$ cat src/sv/selective_repeat_sender_defines.svh
// Assertion macros used by the selective-repeat sender RTL.
`ifndef SELECTIVE_REPEAT_SENDER_DEFINES_SVH
`define SELECTIVE_REPEAT_SENDER_DEFINES_SVH

// Check an expression on every clock edge outside reset.
`define SRS_ASSERT_ALWAYS(label, expr) \
  label: assert property (@(posedge clk) disable iff (!rst_n) (expr)) \
    else $error("srs invariant violated");

// Check that a condition implies another one in the same cycle.
`define SRS_ASSERT_IMPL(label, ante, cons) \
  label: assert property (@(posedge clk) disable iff (!rst_n) (ante) |-> (cons)) \
    else $error("srs implication violated");

// Check that a condition implies another one in the next cycle.
`define SRS_ASSERT_NEXT(label, ante, cons) \
  label: assert property (@(posedge clk) disable iff (!rst_n) (ante) |=> (cons)) \
    else $error("srs next-cycle implication violated");

`endif

$ cat src/sv/srs_pkg.sv
// Types, constants and codes of the selective-repeat sender.
package srs_pkg;

  localparam int MAX_FRAMES   = 256;
  localparam int MAX_WINDOW   = 16;
  localparam int RESULT_LIMIT = 16;
  localparam int WIN_LIM      = (MAX_WINDOW < RESULT_LIMIT) ? MAX_WINDOW : RESULT_LIMIT;

  localparam int ADDR_W  = $clog2(MAX_FRAMES);
  localparam int CNT_W   = $clog2(MAX_FRAMES + 1);
  localparam int WIN_W   = 5;
  localparam int SEQ_W   = 8;
  localparam int POS_W   = (WIN_LIM > 1) ? $clog2(WIN_LIM) : 1;
  localparam int SCAN_W  = $clog2(WIN_LIM + 1);
  localparam int FC_W    = 9;
  localparam int PADDR_W = 3;
  localparam int PDATA_W = 32;

  // Event codes
  localparam logic [1:0] REQ_START   = 2'd0;
  localparam logic [1:0] REQ_ACK     = 2'd1;
  localparam logic [1:0] REQ_TIMEOUT = 2'd2;

  // Register indexes (paddr[2])
  localparam logic REG_FRAME_COUNT = 1'b0;
  localparam logic REG_WINDOW_SIZE = 1'b1;

  localparam logic [FC_W-1:0]  FRAME_COUNT_RST = 9'd10;
  localparam logic [WIN_W-1:0] WINDOW_SIZE_RST = 5'd4;

  typedef struct packed {
    logic [1:0]       req_type;
    logic [SEQ_W-1:0] ack_seq;
  } in_t;

  typedef struct packed {
    logic             frame_valid;
    logic [SEQ_W-1:0] send_seq;
    logic             is_retransmit;
    logic             ack_ignored;
    logic             all_sent;
    logic             last;
  } out_t;

  // Effective (clamped) configuration
  typedef struct packed {
    logic [CNT_W-1:0] frame_count;
    logic [WIN_W-1:0] window_size;
  } cfg_t;

  // Ack bitmap access
  typedef struct packed {
    logic              we;
    logic [ADDR_W-1:0] waddr;
    logic              wdata;
    logic              re;
    logic [ADDR_W-1:0] raddr;
  } mem_req_t;

endpackage

$ cat src/sv/srs_cfg.sv
// APB configuration registers with clamping of frame count and window size.
module srs_cfg (
  input  logic                        clk,
  input  logic                        rst_n,
  input  logic                        psel,
  input  logic                        penable,
  input  logic                        pwrite,
  input  logic [srs_pkg::PADDR_W-1:0] paddr,
  input  logic [srs_pkg::PDATA_W-1:0] pwdata,
  output logic [srs_pkg::PDATA_W-1:0] prdata,
  output logic                        pready,
  output srs_pkg::cfg_t               cfg
);
  import srs_pkg::*;

  logic [FC_W-1:0]  frame_count_r;
  logic [WIN_W-1:0] window_size_r;
  logic             wr_en;
  logic             reg_idx;

  assign pready  = 1'b1;
  assign wr_en   = psel && penable && pwrite;
  // Registers sit at word addresses; the byte offset bits are not decoded
  assign reg_idx = paddr[2];

  // Write on the access phase
  always_ff @(posedge clk) begin
    if (!rst_n) begin
      frame_count_r <= FRAME_COUNT_RST;
      window_size_r <= WINDOW_SIZE_RST;
    end else if (wr_en) begin
      unique case (reg_idx)
        REG_FRAME_COUNT: frame_count_r <= pwdata[FC_W-1:0];
        REG_WINDOW_SIZE: window_size_r <= pwdata[WIN_W-1:0];
        default: ;
      endcase
    end
  end

  // Read back raw register values
  always_comb begin
    prdata = '0;
    unique case (reg_idx)
      REG_FRAME_COUNT: prdata = PDATA_W'(frame_count_r);
      REG_WINDOW_SIZE: prdata = PDATA_W'(window_size_r);
      default: prdata = '0;
    endcase
  end

  // Clamp to the supported ranges
  always_comb begin
    if (frame_count_r == '0) begin
      cfg.frame_count = CNT_W'(1);
    end else if (CNT_W'(frame_count_r) > CNT_W'(MAX_FRAMES)) begin
      cfg.frame_count = CNT_W'(MAX_FRAMES);
    end else begin
      cfg.frame_count = CNT_W'(frame_count_r);
    end
    if (window_size_r == '0) begin
      cfg.window_size = WIN_W'(1);
    end else if (window_size_r > WIN_W'(WIN_LIM)) begin
      cfg.window_size = WIN_W'(WIN_LIM);
    end else begin
      cfg.window_size = window_size_r;
    end
  end

endmodule

$ cat src/sv/srs_ackmap.sv
// Acknowledge bitmap: one flag per frame in a single-port-write, registered-read memory.
module srs_ackmap (
  input  logic                clk,
  input  srs_pkg::mem_req_t   req,
  output logic                rd_data
);
  import srs_pkg::*;

  logic mem [MAX_FRAMES];

  // Write port
  always_ff @(posedge clk) begin
    if (req.we) begin
      mem[req.waddr] <= req.wdata;
    end
  end

  // Registered read port
  always_ff @(posedge clk) begin
    if (req.re) begin
      rd_data <= mem[req.raddr];
    end
  end

endmodule

$ cat src/sv/srs_ctrl.sv
// Event sequencer: window bookkeeping, base slide, timeout scan and result generation.
`include "selective_repeat_sender_defines.svh"

module srs_ctrl (
  input  logic              clk,
  input  logic              rst_n,
  input  srs_pkg::cfg_t     cfg,
  input  logic              in_valid,
  output logic              in_ready,
  input  srs_pkg::in_t      in_data,
  output srs_pkg::mem_req_t mem_req,
  input  logic              rd_data,
  output logic              emit_valid,
  input  logic              emit_ready,
  output srs_pkg::out_t     emit_data
);
  import srs_pkg::*;

  typedef enum logic [6:0] {
    ST_IDLE      = 7'b0000001,
    ST_SLIDE_RD  = 7'b0000010,
    ST_SLIDE_CHK = 7'b0000100,
    ST_FILL      = 7'b0001000,
    ST_SCAN      = 7'b0010000,
    ST_TO_EMIT   = 7'b0100000,
    ST_SPARE     = 7'b1000000
  } state_t;

  state_t              state_r, state_nxt;
  logic [CNT_W-1:0]    base_r, base_nxt;
  logic [CNT_W-1:0]    nts_r, nts_nxt;
  logic                ign_r, ign_nxt;
  logic [WIN_LIM-1:0]  pend_r, pend_nxt;
  logic [SCAN_W-1:0]   scan_idx_r, scan_idx_nxt;
  logic                rd_vld_r, rd_vld_nxt;
  logic [POS_W-1:0]    rd_pos_r, rd_pos_nxt;

  logic                in_fire;
  logic                emit_fire;
  logic [CNT_W-1:0]    ack_ext;
  logic                ack_hit;
  logic [CNT_W-1:0]    outst;
  logic [CNT_W-1:0]    win_ext;
  logic                can_send;
  logic [CNT_W-1:0]    nts_inc;
  logic                more_after;
  logic                all_sent;
  logic [WIN_LIM-1:0]  pend_low;
  logic [WIN_LIM-1:0]  pend_rest;
  logic [POS_W-1:0]    low_idx;
  logic                scan_re;

  assign in_ready  = (state_r == ST_IDLE);
  assign in_fire   = in_valid && in_ready;
  assign emit_fire = emit_valid && emit_ready;

  // Window arithmetic
  assign ack_ext    = CNT_W'(in_data.ack_seq);
  assign ack_hit    = (ack_ext >= base_r) && (ack_ext < nts_r);
  assign outst      = nts_r - base_r;
  assign win_ext    = CNT_W'(cfg.window_size);
  assign can_send   = (nts_r < cfg.frame_count) && (outst < win_ext);
  assign nts_inc    = nts_r + CNT_W'(1);
  assign more_after = (nts_inc < cfg.frame_count) && ((nts_inc - base_r) < win_ext);
  assign all_sent   = (base_r >= cfg.frame_count);
  assign scan_re    = (CNT_W'(scan_idx_r) < outst);

  // Pick the lowest pending resend
  assign pend_low  = pend_r & (~pend_r + WIN_LIM'(1));
  assign pend_rest = pend_r & (pend_r - WIN_LIM'(1));
  always_comb begin
    low_idx = '0;
    for (int j = 0; j < WIN_LIM; j++) begin
      if (pend_low[j]) begin
        low_idx = low_idx | POS_W'(j);
      end
    end
  end

  // Bitmap accesses; a read never shares a cycle with a write
  always_comb begin
    mem_req = '0;
    unique case (state_r)
      ST_IDLE: begin
        mem_req.we    = in_fire && (in_data.req_type == REQ_ACK) && ack_hit;
        mem_req.waddr = in_data.ack_seq;
        mem_req.wdata = 1'b1;
      end
      ST_SLIDE_RD: begin
        mem_req.re    = (base_r < nts_r);
        mem_req.raddr = base_r[ADDR_W-1:0];
      end
      ST_FILL: begin
        // clear the flag of each frame as it enters the window
        mem_req.we    = emit_fire && can_send;
        mem_req.waddr = nts_r[ADDR_W-1:0];
        mem_req.wdata = 1'b0;
      end
      ST_SCAN: begin
        mem_req.re    = scan_re;
        mem_req.raddr = base_r[ADDR_W-1:0] + ADDR_W'(scan_idx_r);
      end
      default: ;
    endcase
  end

  // Result beats
  always_comb begin
    emit_valid = 1'b0;
    emit_data  = '0;
    emit_data.ack_ignored = ign_r;
    emit_data.all_sent    = all_sent;
    unique case (state_r)
      ST_FILL: begin
        emit_valid = 1'b1;
        if (can_send) begin
          emit_data.frame_valid = 1'b1;
          emit_data.send_seq    = nts_r[SEQ_W-1:0];
          emit_data.last        = !more_after;
        end else begin
          emit_data.last = 1'b1;
        end
      end
      ST_TO_EMIT: begin
        emit_valid = 1'b1;
        if (pend_r != '0) begin
          emit_data.frame_valid   = 1'b1;
          emit_data.send_seq      = base_r[SEQ_W-1:0] + SEQ_W'(low_idx);
          emit_data.is_retransmit = 1'b1;
          emit_data.last          = (pend_rest == '0);
        end else begin
          emit_data.last = 1'b1;
        end
      end
      default: ;
    endcase
  end

  // Sequencer
  always_comb begin
    state_nxt    = state_r;
    base_nxt     = base_r;
    nts_nxt      = nts_r;
    ign_nxt      = ign_r;
    pend_nxt     = pend_r;
    scan_idx_nxt = scan_idx_r;
    rd_vld_nxt   = 1'b0;
    rd_pos_nxt   = rd_pos_r;
    unique case (state_r)
      ST_IDLE: begin
        if (in_fire) begin
          ign_nxt = 1'b0;
          unique case (in_data.req_type)
            REQ_START: state_nxt = ST_FILL;
            REQ_ACK: begin
              if (ack_hit) begin
                state_nxt = ST_SLIDE_RD;
              end else begin
                ign_nxt   = 1'b1;
                state_nxt = ST_FILL;
              end
            end
            REQ_TIMEOUT: begin
              scan_idx_nxt = '0;
              pend_nxt     = '0;
              state_nxt    = ST_SCAN;
            end
            default: begin
              // unknown event: one empty result
              pend_nxt  = '0;
              state_nxt = ST_TO_EMIT;
            end
          endcase
        end
      end
      ST_SLIDE_RD: begin
        state_nxt = (base_r < nts_r) ? ST_SLIDE_CHK : ST_FILL;
      end
      ST_SLIDE_CHK: begin
        if (rd_data) begin
          base_nxt  = base_r + CNT_W'(1);
          state_nxt = ST_SLIDE_RD;
        end else begin
          state_nxt = ST_FILL;
        end
      end
      ST_FILL: begin
        if (emit_fire) begin
          if (can_send) begin
            nts_nxt = nts_inc;
          end
          if (emit_data.last) begin
            state_nxt = ST_IDLE;
          end
        end
      end
      ST_SCAN: begin
        // stream reads over the outstanding range, collect unacked frames
        rd_vld_nxt = scan_re;
        rd_pos_nxt = scan_idx_r[POS_W-1:0];
        if (scan_re) begin
          scan_idx_nxt = scan_idx_r + SCAN_W'(1);
        end
        if (rd_vld_r) begin
          pend_nxt[rd_pos_r] = !rd_data;
        end
        if (!scan_re && !rd_vld_r) begin
          state_nxt = ST_TO_EMIT;
        end
      end
      ST_TO_EMIT: begin
        if (emit_fire) begin
          pend_nxt = pend_rest;
          if (emit_data.last) begin
            state_nxt = ST_IDLE;
          end
        end
      end
      default: state_nxt = ST_IDLE;
    endcase
  end

  always_ff @(posedge clk) begin
    if (!rst_n) begin
      state_r    <= ST_IDLE;
      base_r     <= '0;
      nts_r      <= '0;
      ign_r      <= 1'b0;
      scan_idx_r <= '0;
      rd_vld_r   <= 1'b0;
    end else begin
      state_r    <= state_nxt;
      base_r     <= base_nxt;
      nts_r      <= nts_nxt;
      ign_r      <= ign_nxt;
      scan_idx_r <= scan_idx_nxt;
      rd_vld_r   <= rd_vld_nxt;
    end
  end

  always_ff @(posedge clk) begin
    pend_r   <= pend_nxt;
    rd_pos_r <= rd_pos_nxt;
  end

  `SRS_ASSERT_ALWAYS(a_base_le_nts, base_r <= nts_r)
  `SRS_ASSERT_ALWAYS(a_outst_bound, outst <= CNT_W'(WIN_LIM))
  `SRS_ASSERT_ALWAYS(a_no_rw_overlap, !(mem_req.we && mem_req.re))
  `SRS_ASSERT_IMPL(a_slide_in_range, state_r == ST_SLIDE_CHK, base_r < nts_r)
  `SRS_ASSERT_NEXT(a_last_ends_event, emit_fire && emit_data.last, state_r == ST_IDLE)

endmodule

$ cat src/sv/srs_outbuf.sv
// One-entry output register between the sequencer and the result channel.
module srs_outbuf (
  input  logic          clk,
  input  logic          rst_n,
  input  logic          emit_valid,
  output logic          emit_ready,
  input  srs_pkg::out_t emit_data,
  output logic          out_valid,
  input  logic          out_ready,
  output srs_pkg::out_t out_data
);
  import srs_pkg::*;

  logic out_valid_r;
  out_t out_data_r;

  assign emit_ready = !out_valid_r || out_ready;
  assign out_valid  = out_valid_r;
  assign out_data   = out_data_r;

  // Load a new beat when the slot is free or drains this cycle
  always_ff @(posedge clk) begin
    if (!rst_n) begin
      out_valid_r <= 1'b0;
    end else if (emit_valid && emit_ready) begin
      out_valid_r <= 1'b1;
    end else if (out_ready) begin
      out_valid_r <= 1'b0;
    end
  end

  always_ff @(posedge clk) begin
    if (emit_valid && emit_ready) begin
      out_data_r <= emit_data;
    end
  end

endmodule

$ cat src/sv/selective_repeat_sender.sv
// Top level of the selective-repeat sender.
//
//  channel  direction  handshake              payload
//  in_      input      in_valid / in_ready    in_data   (srs_pkg::in_t)
//  out_     output     out_valid / out_ready  out_data  (srs_pkg::out_t)
//  cfg      APB slave  psel/penable/pready    paddr, pwdata, prdata
//
// Start: enter the fill state, then one beat per new frame (or one empty beat).
// Ack: as start, but an ack in the window first slides the base; each bitmap entry is
// read in SLIDE_RD and checked in SLIDE_CHK (registered read) until an unacked entry or
// the next index is reached. Timeout: scan the outstanding range of the bitmap, then
// one beat per resend (or one empty beat).
// Reset needs no clearing pass: each bitmap entry is cleared as its frame is sent.
// Result beats wait in an output register; a stalled out_ready holds the sequencer.
module selective_repeat_sender (
  input  logic                        clk,
  input  logic                        rst_n,
  input  logic                        in_valid,
  output logic                        in_ready,
  input  srs_pkg::in_t                in_data,
  output logic                        out_valid,
  input  logic                        out_ready,
  output srs_pkg::out_t               out_data,
  input  logic                        psel,
  input  logic                        penable,
  input  logic                        pwrite,
  input  logic [srs_pkg::PADDR_W-1:0] paddr,
  input  logic [srs_pkg::PDATA_W-1:0] pwdata,
  output logic [srs_pkg::PDATA_W-1:0] prdata,
  output logic                        pready
);
  import srs_pkg::*;

  cfg_t     cfg;
  mem_req_t mem_req;
  logic     rd_data;
  logic     emit_valid;
  logic     emit_ready;
  out_t     emit_data;

  srs_cfg u_cfg (
    .clk     (clk),
    .rst_n   (rst_n),
    .psel    (psel),
    .penable (penable),
    .pwrite  (pwrite),
    .paddr   (paddr),
    .pwdata  (pwdata),
    .prdata  (prdata),
    .pready  (pready),
    .cfg     (cfg)
  );

  srs_ackmap u_ackmap (
    .clk     (clk),
    .req     (mem_req),
    .rd_data (rd_data)
  );

  srs_ctrl u_ctrl (
    .clk        (clk),
    .rst_n      (rst_n),
    .cfg        (cfg),
    .in_valid   (in_valid),
    .in_ready   (in_ready),
    .in_data    (in_data),
    .mem_req    (mem_req),
    .rd_data    (rd_data),
    .emit_valid (emit_valid),
    .emit_ready (emit_ready),
    .emit_data  (emit_data)
  );

  srs_outbuf u_outbuf (
    .clk        (clk),
    .rst_n      (rst_n),
    .emit_valid (emit_valid),
    .emit_ready (emit_ready),
    .emit_data  (emit_data),
    .out_valid  (out_valid),
    .out_ready  (out_ready),
    .out_data   (out_data)
  );

endmodule
$ cat config.mk
export PLATFORM = sky130hd
export DESIGN_NAME = selective_repeat_sender
export DESIGN_NICKNAME = d
export VERILOG_FILES = /design/src/sv/srs_pkg.sv /design/src/sv/srs_cfg.sv /design/src/sv/srs_ackmap.sv /design/src/sv/srs_ctrl.sv /design/src/sv/srs_outbuf.sv /design/src/sv/selective_repeat_sender.sv
export VERILOG_INCLUDE_DIRS = /design/src /design/src/sv
export SDC_FILE = /design/constraint.sdc
export NUM_CORES = 1
export LEC_CHECK = 0
export BUFFER_PORTS_ARGS = -buffer_cell sky130_fd_sc_hd__clkbuf_2
export CAP_MARGIN = 20
export CORE_AREA = 5 5 197 199
export CTS_CLUSTER_DIAMETER = 30
export CTS_CLUSTER_SIZE = 24
export DETAILED_ROUTE_END_ITERATION = 8
export DIE_AREA = 0 0 202 204
export PLACE_DENSITY = 0.81
export SYNTH_ARGS = -nofsm -noshare
export SYNTH_HDL_FRONTEND = slang
export SYNTH_SLANG_ARGS = --single-unit
$ cat constraint.sdc
create_clock -name clk -period 11.1 [get_ports clk]
set_clock_uncertainty 0.15 [all_clocks]
set_input_delay 1.665 -clock clk [delete_from_list [all_inputs] [get_ports clk]]
set_output_delay 1.665 -clock clk [all_outputs]
set_load 0.01 [all_outputs]
; ---- After elaboration in Yosys (flattened, before gate mapping)
; Memory sizes are Yosys's and may differ from the RTL's. A register that Yosys moved wholly into a read port is not among the register bits.
; Index checks and enable logic that the tools add are counted.
[word_totals]
reg_bits = 80
mem_bits_rw = 256
n_memories = 1
[mem_list]
columns = name, words, width, read_ports, rd_clocked_by_memory_dff, write_ports, line
row1 = u_ackmap.mem, 256, 1, 1, 1, 1, srs_ackmap.sv:9  ; logic mem [MAX_FRAMES];
[classes]
n_bitwise = 4
n_reduce_logical = 37
eq_ne = 17
n_addsub = 9
magnitude_cmp = 13
mux = 56
[op_table]
columns = op, count
row1 = 2-to-1 mux 16 bit, 4
row2 = case mux 32 bit (2 select lines), 1
row3 = case mux 16 bit (3 select lines), 1
row4 = 2-to-1 mux 4 bit, 11
row5 = case mux 9 bit (2 select lines), 2
row6 = case mux 7 bit (5 select lines), 1
row7 = AND 16 bit, 2
row8 = 2-to-1 mux 7 bit, 4
row9 = less-than comparator 9 bit, 3
row10 = 2-to-1 mux 9 bit, 3
row11 = 2-to-1 mux 5 bit, 5
row12 = case mux 7 bit (3 select lines), 1
row13 = case mux 10 bit (2 select lines), 1
row14 = adder 9 x 1 -> 9 bit (second input constant), 2
row15 = less-than comparator 9 x 5 -> 1 bit, 2
row16 = subtractor 9 bit, 2
row17 = adder 16 x 1 -> 16 bit (second input constant), 1
row18 = bitwise mux 16 bit, 1
row19 = zero test 16 bit, 1
row20 = inverter 16 bit, 1
row21 = nonzero test 16 bit, 1
row22 = subtractor 16 x 1 -> 16 bit (second input constant), 1
row23 = logical AND 1 bit, 12
row24 = 2-to-1 mux 3 bit, 4
row25 = 40 further kinds, 69

; ---- Longest topological paths before layout
[depth]
ltp_word = 21
depth_mapped = 18

; ---- Hierarchy
; From an unflattened synthesis, not the netlist that was laid out.
[unflattened]
cells_unflattened = 1640
hier_area_um2 = 18231.2
[modules_own_cells]
columns = module, seq_area_each_um2, area_per_inst_um2, cells_per_inst, n_inst
row1 = srs_ackmap, 7717.4, 11138.2, 788, 1
row2 = srs_ctrl, 1221.2, 5664.2, 716, 1
row3 = srs_cfg, 280.3, 980.9, 118, 1
row4 = srs_outbuf, 410.4, 447.9, 18, 1

; ---- Least setup slack after synthesis
; No wires, ideal clock.
[synth_timing]
kind = register to register
startpoint = register u_ctrl.state_r[3]
endpoint = register u_ctrl.pend_r[0], enable pin
setup_slack_ns = 3.527
period_less_slack_ns = 7.573
setup_time_ns = 0.643
t_required_ns = 10.307
stages_incl_launch_ff = 6
t_arrival_ns = 6.781
cell_sequence = dfxtp_1 > nor4_4 > nand2_1 > clkinv_1 > clkbuf_1 > a221oi_1
[synth_between]
elab_cells_between_ends = 14
classes_between = eq/ne: 8 / mux: 1 / reduce/logical: 5
[synth_lines]
columns = element, line
row1 = "start, declared", srs_ctrl.sv:29  ; state_t state_r, state_nxt;
row2 = "start signal, assigned", srs_ctrl.sv:232  ; state_r <= state_nxt;
row3 = equality test 7 x 1 -> 1 bit (*), srs_ctrl.sv:53  ; assign in_ready = (state_r == ST_IDLE);
row4 = via in_ready, selective_repeat_sender.sv:19  ; output logic in_ready,
row5 = logical AND 1 bit, srs_ctrl.sv:54  ; assign in_fire = in_valid && in_ready;
row6 = inequality test 2 bit (no source line), --
row7 = AND reduction 5 bit (no source line) (*), --
row8 = "end signal, assigned", srs_ctrl.sv:242  ; pend_r <= pend_nxt;
row9 = "end, declared", srs_ctrl.sv:33  ; logic [WIN_LIM-1:0] pend_r, pend_nxt;
; The timed path passes the listed nets; every way through them passes the cells marked *.
; A chain may end at the register's enable or synchronous reset.

; ---- Worst setup path after layout
[layout_timing]
startpoint = register u_ctrl.base_r[1]
endpoint = memory u_ackmap.mem[169], enable pin
[layout_between]
elab_chain_cells = 7
elab_cells_between_ends = 10
classes_between = add/sub: 1 / order compare: 2 / mux: 3 / reduce/logical: 4
[layout_lines]
columns = element, line
row1 = "start, declared", srs_ctrl.sv:30  ; logic [CNT_W-1:0] base_r, base_nxt;
row2 = "start signal, assigned", srs_ctrl.sv:233  ; base_r <= base_nxt;
row3 = subtractor 9 bit, srs_ctrl.sv:60  ; assign outst = nts_r - base_r;
row4 = less-than comparator 9 x 5 -> 1 bit, srs_ctrl.sv:62  ; assign can_send = (nts_r < cfg.frame_count) && (outst < win_ext);
row5 = logical AND 1 bit, srs_ctrl.sv:62
row6 = logical AND 1 bit, srs_ctrl.sv:95  ; mem_req.we = emit_fire && can_send;
row7 = case mux 10 bit (2 select lines) (*), srs_ctrl.sv:83  ; unique case (state_r)
row8 = 2-to-1 mux 1 bit (*), srs_ackmap.sv:13  ; if (req.we) begin
row9 = 2-to-1 mux 1 bit (implied by the code) (*), srs_ackmap.sv:14  ; mem[req.waddr] <= req.wdata;
row10 = "end, declared", srs_ackmap.sv:9
; Every way passes the cells marked *; elsewhere a longest branch is shown, timed or not.

==> qor.yml <==
global_route:
  grt_pass1_wl_um: 84000
  grt_pass1_vias: 15200
  grt_usage: 0.257
  grt_overflow_total: 0
  grt_max_degree: 149
  antenna_found_initial: 0
route:
  first_pass_iters: 5
  first_iter_violations: 1788
  wl_um: 54700
  viasPerCell: 6.45
  post_drt_wl_per_cell_um: 22.5
  drc: 0
  routed-via-count: 15700
  ant_nets: 0
clock_tree:
  cts_resized: 0
  clock_latency_ns: 0.58
  cts_tree: "built"
  cts-root-buf: "clkbuf_16"
  numClockSinks: 336
  post_cts_buffers: 0
  cts_buffer_depth: 3
  numCtsBuffers: 68
  htree_num_levels: 3
  cts.clk_slew.worst_paths_ns: 0.05
  hold_buffers: 0
worst_setup_path:
  cpMaxStageDelayCell: "and3_1"
  max_stage_delay_ns: 0.69
  reg2reg_depth: 16
  endpoint_kind: "flop"
  r2r_setup_slack_ns: 4.57
  r2r-end: "u_ackmap.mem[169]$_DFFE_PP_"
  worstPathArrival_ns: 6.63
  cp.required_ns: 11.20
  critPathBufInv: 4
  reg2reg_from: "u_ctrl.base_r[1]$_SDFFE_PN0P_"
  critPathLaunchType: "flop"
  crit_type: "flop to flop"
  crit_fanout: 73
  crit_family: "buffers and inverters"
  cpMostUsedCell: "buf_4"
  cp_cell_sequence: "inv_1, fa_1, a21o_1, a21oi_2, xnor2_1, ha_1, a211oi_1, nand2_1, a311oi_1, and3_1, nand2_4, o31a_4, buf_4, buf_4, buf_16, nor3_1"
timing:
  finalCriticalPeriod_ns: 6.53
  max_slew.worst_pin.slew_ns: 1.09
  layout_setup_ws_ns: 4.57
  finalSetupViolations: 0
  grt_setup_unrepaired: "no"
  finalCritPeriodShare: 0.588
  tns_ns: 0
  hold_viol_final: 0
  max-slew-margin-rel: 0.273
  max_freq_mhz: 153
  drv_slew: 0
  hold_slack_ns: 0.341
die:
  dieArea_um2: 41200
  ios: 100
  die_w_um: 202
  coreArea_um2: 37000
  rows: 71
  start_util: 0.541
  die_y_um: 204
run_status:
  status: "finished clean"
pwr:
  switching_power_mw: 1.56
  pwr-share-comb: 0.216
  total_power_mw: 4.77
  peakVddDrop_mv: 0.208
  p_leak_nw: 7.74
  power_frac_clock: 0.411
  intPower_mw: 3.20
  netSwitchingFraction: 0.328
  p_seq_frac: 0.373
  powerDensity_nw_per_um2: 210
logic_synthesis:
  postSynthCellCount: 1879
  ys_ff_latch: 336
  seq_area_frac_synth: 0.481
  avgSynthCellArea_um2: 10.7
  synth_ff_type: "edfxtp_1"
  async_reset_ff_frac: 0
  ys_types: 86
  syn_area_um2: 20000
  synth_edf_count: 290
  yosys_warnings: 0
finish:
  area_growth_syn_to_layout_pct: 13.3
  final_cell_area_um2: 22700
  drive_above_1_share: 0.228
  most-common-layout-cells: "edfxtp_1 (290), nand2_1 (271), nor3_2 (215)"
  antennaDiodeCount: 0
  mostFrequentLayoutCell: "edfxtp_1"
  nets: 2050
place:
  hpwl_um: 32100
  gp_congestion: 0.943
  dpl_cell_area_um2: 20400
  io_buffers: 50
  pre_cts_slack_ns: 4.64
worst_hold_path:
  hold_start: "u_ctrl.ign_r$_SDFFE_PN0P_"
  hold_path_depth: 0
  min_to: "u_outbuf.out_data[2]$_DFFE_PP_"
  hp-class: "flop to flop"
flow_run:
  max_cap_viol_count: 0
## through the flow
stage                util  cells
finish              0.612   2436
global route        0.612   2436
CTS                 0.610   2433
detailed placement  0.550   2313
global placement    0.550   2313
floorplan               -   1901
## worst register-to-register path: stages (launching register included)
cell	delay [ns]
dfxtp_1	0.63
inv_1	0.47
fa_1	0.57
a21o_1	0.20
a21oi_2	0.21
xnor2_1	0.20
ha_1	0.31
a211oi_1	0.22
nand2_1	0.10
a311oi_1	0.41
and3_1	0.69
nand2_4	0.21
o31a_4	0.31
buf_4	0.51
buf_4	0.45
buf_16	0.24
nor3_1	0.38
## cell families (layout without fill, tap and decap cells)
logic type,after synthesis,in the layout,synth area share
xor+xnor,38,38,0.0166
compound gates,351,351,0.119
other cells,2,24,0.000375
simple gates,832,832,0.253
buf+inv,193,254,0.0542
mux,37,37,0.0188
fa+ha+maj,90,90,0.0572
flops,336,336,0.481
## worst max path at each step
stage                                        start  depth (start not counted)  slack (ns)                          end
CTS                  u_ctrl.base_r[1]$_SDFFE_PN0P_                         15        4.63  u_ackmap.mem[169]$_DFFE_PP_
floorplan           u_ctrl.state_r[3]$_SDFFE_PN0P_                          5        3.53   u_ctrl.pend_r[0]$_DFFE_PP_
finish               u_ctrl.base_r[1]$_SDFFE_PN0P_                         16        4.57  u_ackmap.mem[169]$_DFFE_PP_
global placement                        in_data[0]                         14        4.77  u_ackmap.mem[168]$_DFFE_PP_
detailed placement   u_ctrl.base_r[1]$_SDFFE_PN0P_                         15        4.64  u_ackmap.mem[169]$_DFFE_PP_
global route         u_ctrl.base_r[1]$_SDFFE_PN0P_                         16        4.36  u_ackmap.mem[169]$_DFFE_PP_
## routing by layer
| metal | global-route usage | wire length (um) | share of wire |
|---|---|---|---|
| met5 | 0 | 0 | 0 |
| met4 | 0.126 | 2680 | 0.049 |
| met3 | 0.0528 | 5350 | 0.098 |
| met2 | 0.418 | 25900 | 0.47 |
| met1 | 0.329 | 20800 | 0.38 |
## state kept, by name (all words and copies together), names as in the netlist
name / cells
u_ackmap.mem: 256
u_ctrl.pend_r: 16
u_outbuf.out_data: 13
u_cfg.frame_count_r: 9
u_ctrl.base_r: 9
u_ctrl.nts_r: 9
u_ctrl.state_r: 6
u_cfg.window_size_r: 5
u_ctrl.scan_idx_r: 5
u_ctrl.rd_pos_r: 4
u_ackmap.rd_data: 1
u_ctrl.ign_r: 1
u_ctrl.rd_vld_r: 1
u_outbuf.out_valid: 1
## power groups by stage
stage               Sequential [mW]  Combinational (mW)  Clock (mW)
floorplan                      1.87               0.671           0
global placement               1.80               0.938           0
detailed placement             1.80               0.966           0
CTS                            1.78               0.972        1.97
global route                   1.78                1.09        2.05
finish                         1.78                1.03        1.96
## cells in the mapped netlist (6+ instances only)
master	n	area (um^2)
a21oi_1	69	345
or3_1	12	75.1
xor2_1	10	87.6
buf_6	28	315
ha_1	82	1030
o22ai_1	12	75.1
edfxtp_1	290	8710
a31oi_1	28	175
a22o_1	13	114
and3_1	44	275
nor2b_1	20	125
nor4_1	6	37.5
buf_1	17	63.8
a32oi_1	6	52.6
o211ai_1	7	52.6
xnor2_1	28	245
nor2_1	87	327
buf_4	27	203
nor3_1	66	330
o21bai_1	6	45.0
nand4_1	21	131
dfxtp_1	46	921
nand3_1	39	195
inv_1	39	146
a311oi_1	16	140
nor3_2	215	2150
a211oi_1	42	315
buf_2	39	195
mux2i_1	32	320
nand2_1	272	1020
o21ai_0	65	325
a21o_1	22	165
a22oi_1	10	75.1
clkbuf_1	38	143
nand2b_1	17	106
o21a_1	6	45.0
## final cells by class
type	count	area, um^2
fillers	2791	14400
clock inverters	40	400
repair buffers	91	618
inverters	43	166
well taps	474	593
flip-flops and latches	336	9630
clock buffers	80	1820
multi-input cells	1372	9460
No activity file was read; power rests on OpenSTA's default activity.
